**src/itoa_pkg.sv**
```systemverilog
// Shared types, constants and helpers for the integer to ASCII converter.
package itoa_pkg;

	localparam int VALUE_WIDTH_DEF = 32;

	localparam int RADIX_W     = 5;
	localparam int FORMAT_W    = 2;
	localparam int CFG_INDEX_W = 2;
	localparam int CFG_DATA_W  = 5;
	localparam int DIGIT_W     = 4;
	localparam int CHAR_W      = 8;

	localparam logic [CFG_INDEX_W-1:0] REG_RADIX  = 2'd0;
	localparam logic [CFG_INDEX_W-1:0] REG_FORMAT = 2'd1;

	localparam logic [RADIX_W-1:0]  RADIX_RESET  = 5'd10;
	localparam logic [RADIX_W-1:0]  RADIX_MIN    = 5'd2;
	localparam logic [RADIX_W-1:0]  RADIX_MAX    = 5'd16;
	localparam logic [FORMAT_W-1:0] FORMAT_RESET = 2'd0;

	localparam int FMT_UNSIGNED_BIT = 0;
	localparam int FMT_LOWER_BIT    = 1;

	localparam logic [CHAR_W-1:0] CHAR_MINUS   = 8'h2D;
	localparam logic [CHAR_W-1:0] CHAR_ZERO    = 8'h30;
	localparam logic [CHAR_W-1:0] CHAR_UPPER_A = 8'h41;
	localparam logic [CHAR_W-1:0] CHAR_LOWER_A = 8'h61;
	localparam logic [DIGIT_W-1:0] DIGIT_TEN   = 4'd10;

	typedef enum logic [1:0] {
		ST_IDLE,
		ST_DIV,
		ST_SIGN,
		ST_EMIT
	} state_t;

	typedef struct packed {
		logic done;
		logic q_zero;
	} div_status_t;

	function automatic logic [CHAR_W-1:0] digit_char(input logic [DIGIT_W-1:0] d,
		input logic lower);
		logic [CHAR_W-1:0] base;
		base = lower ? CHAR_LOWER_A : CHAR_UPPER_A;
		if (d < DIGIT_TEN) begin
			return CHAR_ZERO + {4'd0, d};
		end
		return base + {4'd0, d - DIGIT_TEN};
	endfunction

endpackage

```
**src/integer_to_ascii_radix.sv**
```systemverilog
// Top level: integer to ASCII text in a configurable radix, most significant digit first.
//
//  channel  | dir | handshake                     | payload
//  ---------+-----+-------------------------------+------------------------------------
//  s_axis   | in  | s_axis_tvalid / s_axis_tready | tdata: value
//  m_axis   | out | m_axis_tvalid / m_axis_tready | tdata: character, tlast: last_char
//  cfg      | in  | cfg_valid / cfg_ready         | cfg_index, cfg_data
//
// Each digit is the remainder of one division in the bit-serial divider; the characters
// start once the quotient reaches zero and all digits are on the stack, then follow one
// character per cycle while m_axis_tready is high. A new item is taken once the last
// character sits in the output register. Reset returns radix 10, signed upper case.
// cfg_ready is always high.
module integer_to_ascii_radix #(
	parameter  int VALUE_WIDTH = itoa_pkg::VALUE_WIDTH_DEF,
	localparam int TDATA_W     = ((VALUE_WIDTH + 7) / 8) * 8
) (
	input  logic                              clk,
	input  logic                              arst_n,
	input  logic                              s_axis_tvalid,
	output logic                              s_axis_tready,
	input  logic [TDATA_W-1:0]                s_axis_tdata,  // value
	output logic                              m_axis_tvalid,
	input  logic                              m_axis_tready,
	output logic [itoa_pkg::CHAR_W-1:0]       m_axis_tdata,  // character
	output logic                              m_axis_tlast,  // last_char
	input  logic                              cfg_valid,
	output logic                              cfg_ready,
	input  logic [itoa_pkg::CFG_INDEX_W-1:0]  cfg_index,
	input  logic [itoa_pkg::CFG_DATA_W-1:0]   cfg_data
);
	import itoa_pkg::*;

	localparam int CNT_W = $clog2(VALUE_WIDTH + 1);

	state_t state_q, state_d;

	logic [RADIX_W-1:0]  radix_q;
	logic [FORMAT_W-1:0] format_q;
	logic [RADIX_W-1:0]  base_q;
	logic                lower_q;
	logic                neg_q;

	logic [DIGIT_W-1:0] stack_q [VALUE_WIDTH];
	logic [CNT_W-1:0]   cnt_q;

	logic              out_valid_q;
	logic [CHAR_W-1:0] out_char_q;
	logic              out_last_q;

	logic [VALUE_WIDTH-1:0] in_value;
	logic                   in_neg;
	logic [VALUE_WIDTH-1:0] in_mag;
	logic [RADIX_W-1:0]     eff_radix;

	logic                   div_start;
	logic [VALUE_WIDTH-1:0] div_dividend;
	logic [RADIX_W-1:0]     div_divisor;
	logic [VALUE_WIDTH-1:0] div_quotient;
	logic [DIGIT_W-1:0]     div_rem;
	div_status_t            div_st;

	logic out_free;
	logic accept;
	logic push;
	logic load_sign;
	logic load_digit;

	assign in_value = s_axis_tdata[VALUE_WIDTH-1:0];
	assign in_neg   = !format_q[FMT_UNSIGNED_BIT] && in_value[VALUE_WIDTH-1];
	assign in_mag   = in_neg ? (~in_value + 1'b1) : in_value;

	always_comb begin
		eff_radix = radix_q;
		if (radix_q < RADIX_MIN) eff_radix = RADIX_MIN;
		if (radix_q > RADIX_MAX) eff_radix = RADIX_MAX;
	end

	assign out_free = !out_valid_q || m_axis_tready;

	// next state
	always_comb begin
		state_d = state_q;
		unique case (state_q)
			ST_IDLE: if (s_axis_tvalid) state_d = ST_DIV;
			ST_DIV: begin
				if (div_st.done && div_st.q_zero) state_d = neg_q ? ST_SIGN : ST_EMIT;
			end
			ST_SIGN: if (out_free) state_d = ST_EMIT;
			ST_EMIT: if (out_free && cnt_q == CNT_W'(1)) state_d = ST_IDLE;
			default: state_d = ST_IDLE;
		endcase
	end

	// outputs
	always_comb begin
		s_axis_tready = 1'b0;
		accept        = 1'b0;
		div_start     = 1'b0;
		div_dividend  = div_quotient;
		push          = 1'b0;
		load_sign     = 1'b0;
		load_digit    = 1'b0;
		unique case (state_q)
			ST_IDLE: begin
				s_axis_tready = 1'b1;
				accept        = s_axis_tvalid;
				div_start     = s_axis_tvalid;
				div_dividend  = in_mag;
			end
			ST_DIV: begin
				push      = div_st.done;
				div_start = div_st.done && !div_st.q_zero;
			end
			ST_SIGN: load_sign = out_free;
			ST_EMIT: load_digit = out_free;
			default: ;
		endcase
	end

	always_ff @(posedge clk or negedge arst_n) begin
		if (!arst_n) begin
			state_q     <= ST_IDLE;
			radix_q     <= RADIX_RESET;
			format_q    <= FORMAT_RESET;
			cnt_q       <= '0;
			out_valid_q <= 1'b0;
		end else begin
			state_q <= state_d;
			if (cfg_valid && cfg_index == REG_RADIX) radix_q <= cfg_data;
			if (cfg_valid && cfg_index == REG_FORMAT) format_q <= cfg_data[FORMAT_W-1:0];
			if (accept) cnt_q <= '0;
			else if (push) cnt_q <= cnt_q + 1'b1;
			else if (load_digit) cnt_q <= cnt_q - 1'b1;
			if (load_sign || load_digit) out_valid_q <= 1'b1;
			else if (m_axis_tready) out_valid_q <= 1'b0;
		end
	end

	always_ff @(posedge clk) begin
		if (accept) begin
			base_q  <= eff_radix;
			lower_q <= format_q[FMT_LOWER_BIT];
			neg_q   <= in_neg;
		end
		if (push) begin
			stack_q[0] <= div_rem;
			for (int i = 1; i < VALUE_WIDTH; i++) stack_q[i] <= stack_q[i-1];
		end else if (load_digit) begin
			for (int i = 0; i < VALUE_WIDTH - 1; i++) stack_q[i] <= stack_q[i+1];
		end
		if (load_sign) begin
			out_char_q <= CHAR_MINUS;
			out_last_q <= 1'b0;
		end else if (load_digit) begin
			out_char_q <= digit_char(stack_q[0], lower_q);
			out_last_q <= (cnt_q == CNT_W'(1));
		end
	end

	// the first digit starts in the accept cycle, before base_q is loaded
	assign div_divisor = (state_q == ST_IDLE) ? eff_radix : base_q;

	itoa_divider #(
		.VALUE_WIDTH(VALUE_WIDTH)
	) u_div (
		.clk       (clk),
		.arst_n    (arst_n),
		.start     (div_start),
		.dividend  (div_dividend),
		.divisor   (div_divisor),
		.quotient  (div_quotient),
		.remainder (div_rem),
		.status    (div_st)
	);

	assign cfg_ready     = 1'b1;
	assign m_axis_tvalid = out_valid_q;
	assign m_axis_tdata  = out_char_q;
	assign m_axis_tlast  = out_last_q;

endmodule

```
**src/itoa_divider.sv**
```systemverilog
// Bit-serial restoring divider: one quotient bit per cycle by a radix up to 16.
module itoa_divider #(
	parameter int VALUE_WIDTH = itoa_pkg::VALUE_WIDTH_DEF
) (
	input  logic                          clk,
	input  logic                          arst_n,
	input  logic                          start,
	input  logic [VALUE_WIDTH-1:0]        dividend,
	input  logic [itoa_pkg::RADIX_W-1:0]  divisor,
	output logic [VALUE_WIDTH-1:0]        quotient,
	output logic [itoa_pkg::DIGIT_W-1:0]  remainder,
	output itoa_pkg::div_status_t         status
);
	import itoa_pkg::*;

	localparam int CW = $clog2(VALUE_WIDTH);

	logic [VALUE_WIDTH-1:0] q_q;
	logic [DIGIT_W-1:0]     r_q;
	logic [CW-1:0]          cnt_q;
	logic                   busy_q;
	logic                   done_q;

	logic [RADIX_W-1:0] trial;
	logic               ge;
	logic [RADIX_W-1:0] r_next;

	assign trial  = {r_q, q_q[VALUE_WIDTH-1]};
	assign ge     = trial >= divisor;
	assign r_next = ge ? trial - divisor : trial;

	always_ff @(posedge clk or negedge arst_n) begin
		if (!arst_n) begin
			busy_q <= 1'b0;
			done_q <= 1'b0;
			cnt_q  <= '0;
		end else begin
			done_q <= 1'b0;
			if (start) begin
				busy_q <= 1'b1;
				cnt_q  <= '0;
			end else if (busy_q) begin
				cnt_q <= cnt_q + 1'b1;
				if (cnt_q == CW'(VALUE_WIDTH - 1)) begin
					busy_q <= 1'b0;
					done_q <= 1'b1;
				end
			end
		end
	end

	always_ff @(posedge clk) begin
		if (start) begin
			q_q <= dividend;
			r_q <= '0;
		end else if (busy_q) begin
			q_q <= {q_q[VALUE_WIDTH-2:0], ge};
			r_q <= r_next[DIGIT_W-1:0];
		end
	end

	assign quotient      = q_q;
	assign remainder     = r_q;
	assign status.done   = done_q;
	assign status.q_zero = (q_q == '0);

endmodule
```
**config.mk**
```make
export PLATFORM = sky130hd
export DESIGN_NAME = integer_to_ascii_radix
export DESIGN_NICKNAME = d
export VERILOG_FILES = /design/src/itoa_pkg.sv /design/src/integer_to_ascii_radix.sv /design/src/itoa_divider.sv
export SDC_FILE = /design/constraint.sdc
export NUM_CORES = 1
export LEC_CHECK = 0
export ABC_CLOCK_PERIOD_IN_PS = 4400
export BUFFER_PORTS_ARGS = -buffer_cell sky130_fd_sc_hd__buf_2
export CAP_MARGIN = 25
export CORE_UTILIZATION = 54
export DETAILED_ROUTE_END_ITERATION = 6
export PLACE_DENSITY_LB_ADDON = 0.05
export SETUP_SLACK_MARGIN = 0.1
export SYNTH_ARGS = -nofsm -noshare
export SYNTH_HDL_FRONTEND = slang
export SYNTH_SLANG_ARGS = --single-unit
```
**constraint.sdc**
```tcl
create_clock -name clk -period 4.4 [get_ports clk]
set_input_delay 0.88 -clock clk [delete_from_list [all_inputs] [get_ports clk]]
set_output_delay 0.88 -clock clk [all_outputs]
set_load 0.005 [all_outputs]
```
==> results.txt <==
----------------------------------------------------
[STA]
  Slew Limit Headroom ... 32.0%
  Final slew viol count ... 0
  Achievable Freq ... 0.346 GHz
  Post-route fraction of the period consumed by the critical path ... 65.8%
  Final count of hold timing violations ... 0
  Final critical-path required period ... 2890 ps
  Transition time at the pin with the least slew margin ... 1020 ps
  Setup tns final ... 0 ps
  Worst Clk Skew ... 5.51 ps
  Unrepaired setup endpoints after global routing ... false
  Number of setup violations in the final report ... 0

[Min path]
  HP Class ... in -> async

[Clock tree]
  Cts hold-fix bufs ... 0
  Insertion delay to the later sink of the worst-skew pair ... 490 ps
  Clock input transition at the sequential cells of the worst setup and hold paths ... 60 ps
  Number of clock sinks ... 202
  Post-CTS setup buffers ... 0
  Max Root-Sink Buffers ... 3
  H-tree depth ... 1
  CTS tree ... yes
  Cells resized by post-CTS repair ... 0
  Clock tree root driver cell ... sky130_fd_sc_hd__clkbuf_16
  Inserted Clock Buffers ... 22

[Synth]
  Post-synthesis instance area ... 9730 um2
  Synth Flop Type ... sky130_fd_sc_hd__edfxtp_1
  Post-Synthesis Cells ... 791
  Distinct cell type count of the synthesized netlist ... 56
  Cell with the most instances after synthesis ... sky130_fd_sc_hd__nand2_1
  Top cells by count, synth ... sky130_fd_sc_hd__nand2_1 (175), sky130_fd_sc_hd__edfxtp_1 (167), sky130_fd_sc_hd__mux2_2 (111)
  Avg Inst Size Synth ... 12.3 um2
  Share of Yosys cell area claimed by the top area cell type ... 51.5%
  Number of flops mapped to enable cells by yosys ... 167
  Cell taking the most area after synthesis ... sky130_fd_sc_hd__edfxtp_1
  Sequential area share after synthesis ... 59.9%
  YS warnings ... 0
  Number of flip-flops and latches in the synthesized netlist ... 202
  Cell types with the largest area share after synthesis ... sky130_fd_sc_hd__edfxtp_1 (52%), sky130_fd_sc_hd__mux2_2 (13%), sky130_fd_sc_hd__nand2_1 (6.7%)
  Share of flip-flops with an asynchronous set or reset ... 11.4%
  Syn_nets ... 854

[Power]
  Worst voltage drop across the vdd grid ... 0.278 mV
  Total leakage power ... 4.11 nW
  Ratio of total power to cell area ... 365 nW/um2

[Floorplan]
  I/O Pins ... 56
  Site Rows ... 48
  Starting Density ... 55.7%
  Die width ... 136 um
  Floorplan die height ... 136 um
  Area inside the core boundary ... 17,500 um2
  Full die area ... 18,600 um2

[Routing]
  Drt first-iter violations ... 345
  Wire length per cell after detailed routing ... 16.0 um
  Drt via density ... 5.52
  Number of nets with antenna violations after routing ... 0
  Overall routed net length ... 17,200 um
  First-pass iteration count of the detailed router ... 5
  Remaining DRCs ... 0
  Detailed-route via count ... 5,950

[Setup path]
  Startpoint type of the worst setup path ... register
  Crit path required time ... 4800 ps
  Peak fanout along the critical path ... 9
  Category of the worst setup path capture point ... register
  Worst setup path class ... reg -> reg
  Worst path arrival time ... 3300 ps

[GRT]
  Number of global-route vias before repair ... 5,858
  Number of antenna violations at the first check in global routing ... 0
  Total overflow reported by the global router ... 0
  Maximum number of pins on one net before global-route repair ... 77
  Global-route usage over all layers ... 19.3%
  First-pass GRT wire length ... 29,000 um

[Run]
  Number of max-cap violations ... 0

[Cells and area]
  Layout cell share with drive strength beyond 1 ... 25.7%
  Final core occ ... 62.5%
  Final-stage net count ... 900
  Number of antenna diodes ... 0
  Area added between synthesis and finish ... 12.3%

[Placement]
  Routability-driven placement congestion ratio ... 0.817
  IO Port Bufs ... 53
  DP HPWL ... 11,500 um

[Run status]
  Result of the run ... finished, final reports clean

----------------------------------------------------
[metrics by stage]
| stage | power [mW] | hold slack [ps] | worst slack (ps) | cell area, um2 | std cells |
|---|---|---|---|---|---|
| global placement | 2.25 | 436 | 1310 | 10200 | 1037 |
| detailed placement | 2.26 | 438 | 1200 | 10200 | 1037 |
| finish | 3.98 | 369 | 1510 | 10900 | 1078 |
| floorplan | 2.20 | 419 | 1090 | 9740 | 791 |
| CTS | 4.03 | 375 | 1510 | 10900 | 1077 |
| global route | 4.11 | 402 | 1340 | 10900 | 1078 |
[final cells by class]
class,instances,area [um2]
Sequential cell,202,5830
Fill cell,1346,6550
Multi-Input combinational cell,527,3670
Clock inverter,12,86.3
Tap cell,225,282
Timing Repair Buffer,60,350
Inverter,24,90.1
Clock buffer,28,614
[state kept, by name, summed over array words and instances, names as in the netlist]
register / count
stack_q: 128
u_div.quotient: 32
m_axis_tdata: 7
cnt_q: 6
base_q: 5
radix_q: 5
u_div.cnt_q: 5
u_div.remainder: 4
format_q: 2
state_q: 2
lower_q: 1
m_axis_tlast: 1
m_axis_tvalid: 1
neg_q: 1
u_div.busy_q: 1
u_div.done_q: 1
[worst max-delay path: stages, from the launching register on]
cell and delay, ps:
sky130_fd_sc_hd__dfrtp_1 410, sky130_fd_sc_hd__inv_1 160, sky130_fd_sc_hd__ha_1 470, sky130_fd_sc_hd__mux2_2 390, sky130_fd_sc_hd__ha_1 290, sky130_fd_sc_hd__nand2b_1 150, sky130_fd_sc_hd__a31oi_1 310, sky130_fd_sc_hd__o21a_1 310
sky130_fd_sc_hd__nand2_1 90, sky130_fd_sc_hd__a311oi_1 240
[worst paths after layout]
path,depth (start not counted),slack (ps),from,end
max,9,1510,state_q[0]$_DFFE_PN0P_,u_div.remainder[3]$_SDFFE_PN0P_
min,1,370,arst_n,format_q[0]$_DFFE_PN0P_
max reg2reg,9,1510,state_q[0]$_DFFE_PN0P_,u_div.remainder[3]$_SDFFE_PN0P_
min reg2reg,0,450,stack_q[3][27]$_DFFE_PP_,stack_q[3][31]$_DFFE_PP_
max in group asynchronous,1,3660,arst_n,radix_q[3]$_DFFE_PN1P_
min in group clk,0,450,stack_q[3][27]$_DFFE_PP_,stack_q[3][31]$_DFFE_PP_
[report_power, final]
| group | switching [mW] | internal (mW) |
|---|---|---|
| Combinational | 0.0797 | 0.0652 |
| Sequential | 0.0120 | 2.06 |
| Clock | 0.720 | 1.04 |
[cell families (layout without fill, tap and decap cells)]
| kind of cell | count (synthesis) | after routing | share of synthesized area (%) |
|---|---|---|---|
| and+or+nand+nor | 273 | 273 | 12.6 |
| DFF | 202 | 202 | 59.9 |
| other | 2 | 2 | 0.0771 |
| AOI/OAI and AO/OA | 74 | 74 | 5.03 |
| buffers and inverters | 62 | 124 | 2.57 |
| xor gates and xnor gates | 40 | 40 | 3.60 |
| muxes | 119 | 119 | 13.7 |
| adders and majority gates | 19 | 19 | 2.52 |
[cell usage in the layout, fill, tap and decap left out, types with 3 or more instances in the layout]
cell / n
sky130_fd_sc_hd__nand2_1: 173
sky130_fd_sc_hd__edfxtp_1: 167
sky130_fd_sc_hd__mux2_2: 111
sky130_fd_sc_hd__buf_2: 53
sky130_fd_sc_hd__nor2_1: 33
sky130_fd_sc_hd__xor2_1: 25
sky130_fd_sc_hd__a21oi_1: 23
sky130_fd_sc_hd__inv_1: 23
sky130_fd_sc_hd__clkbuf_16: 23
sky130_fd_sc_hd__dfrtp_1: 21
sky130_fd_sc_hd__ha_1: 18
sky130_fd_sc_hd__xnor2_1: 15
sky130_fd_sc_hd__dfxtp_1: 12
sky130_fd_sc_hd__a31oi_1: 11
sky130_fd_sc_hd__nor4_1: 10
sky130_fd_sc_hd__nand2b_1: 9
sky130_fd_sc_hd__o21ai_0: 9
sky130_fd_sc_hd__mux2i_1: 8
sky130_fd_sc_hd__nor3_1: 8
sky130_fd_sc_hd__clkinv_2: 6
sky130_fd_sc_hd__o211ai_1: 5
sky130_fd_sc_hd__nand4_1: 5
sky130_fd_sc_hd__buf_4: 5
sky130_fd_sc_hd__nand3_1: 4
sky130_fd_sc_hd__nor2b_1: 4
sky130_fd_sc_hd__nor3b_1: 4
sky130_fd_sc_hd__a41oi_1: 3
sky130_fd_sc_hd__a211oi_1: 3
sky130_fd_sc_hd__o31ai_1: 3
sky130_fd_sc_hd__or4_1: 3
sky130_fd_sc_hd__o41ai_1: 3
sky130_fd_sc_hd__nor4_2: 3
sky130_fd_sc_hd__and4_1: 3
sky130_fd_sc_hd__clkbuf_1: 3
sky130_fd_sc_hd__clkinv_1: 3
[per-layer routing]
layer	global-route usage (%)	wire length [um]	vias up
met4	4.57	273	0
li1	-	-	2936
met3	3.21	583	23
met2	30.8	7950	100
met1	27.7	8440	2891
met5	0	0	-
Note: power is estimated with default switching activity, not from simulation.
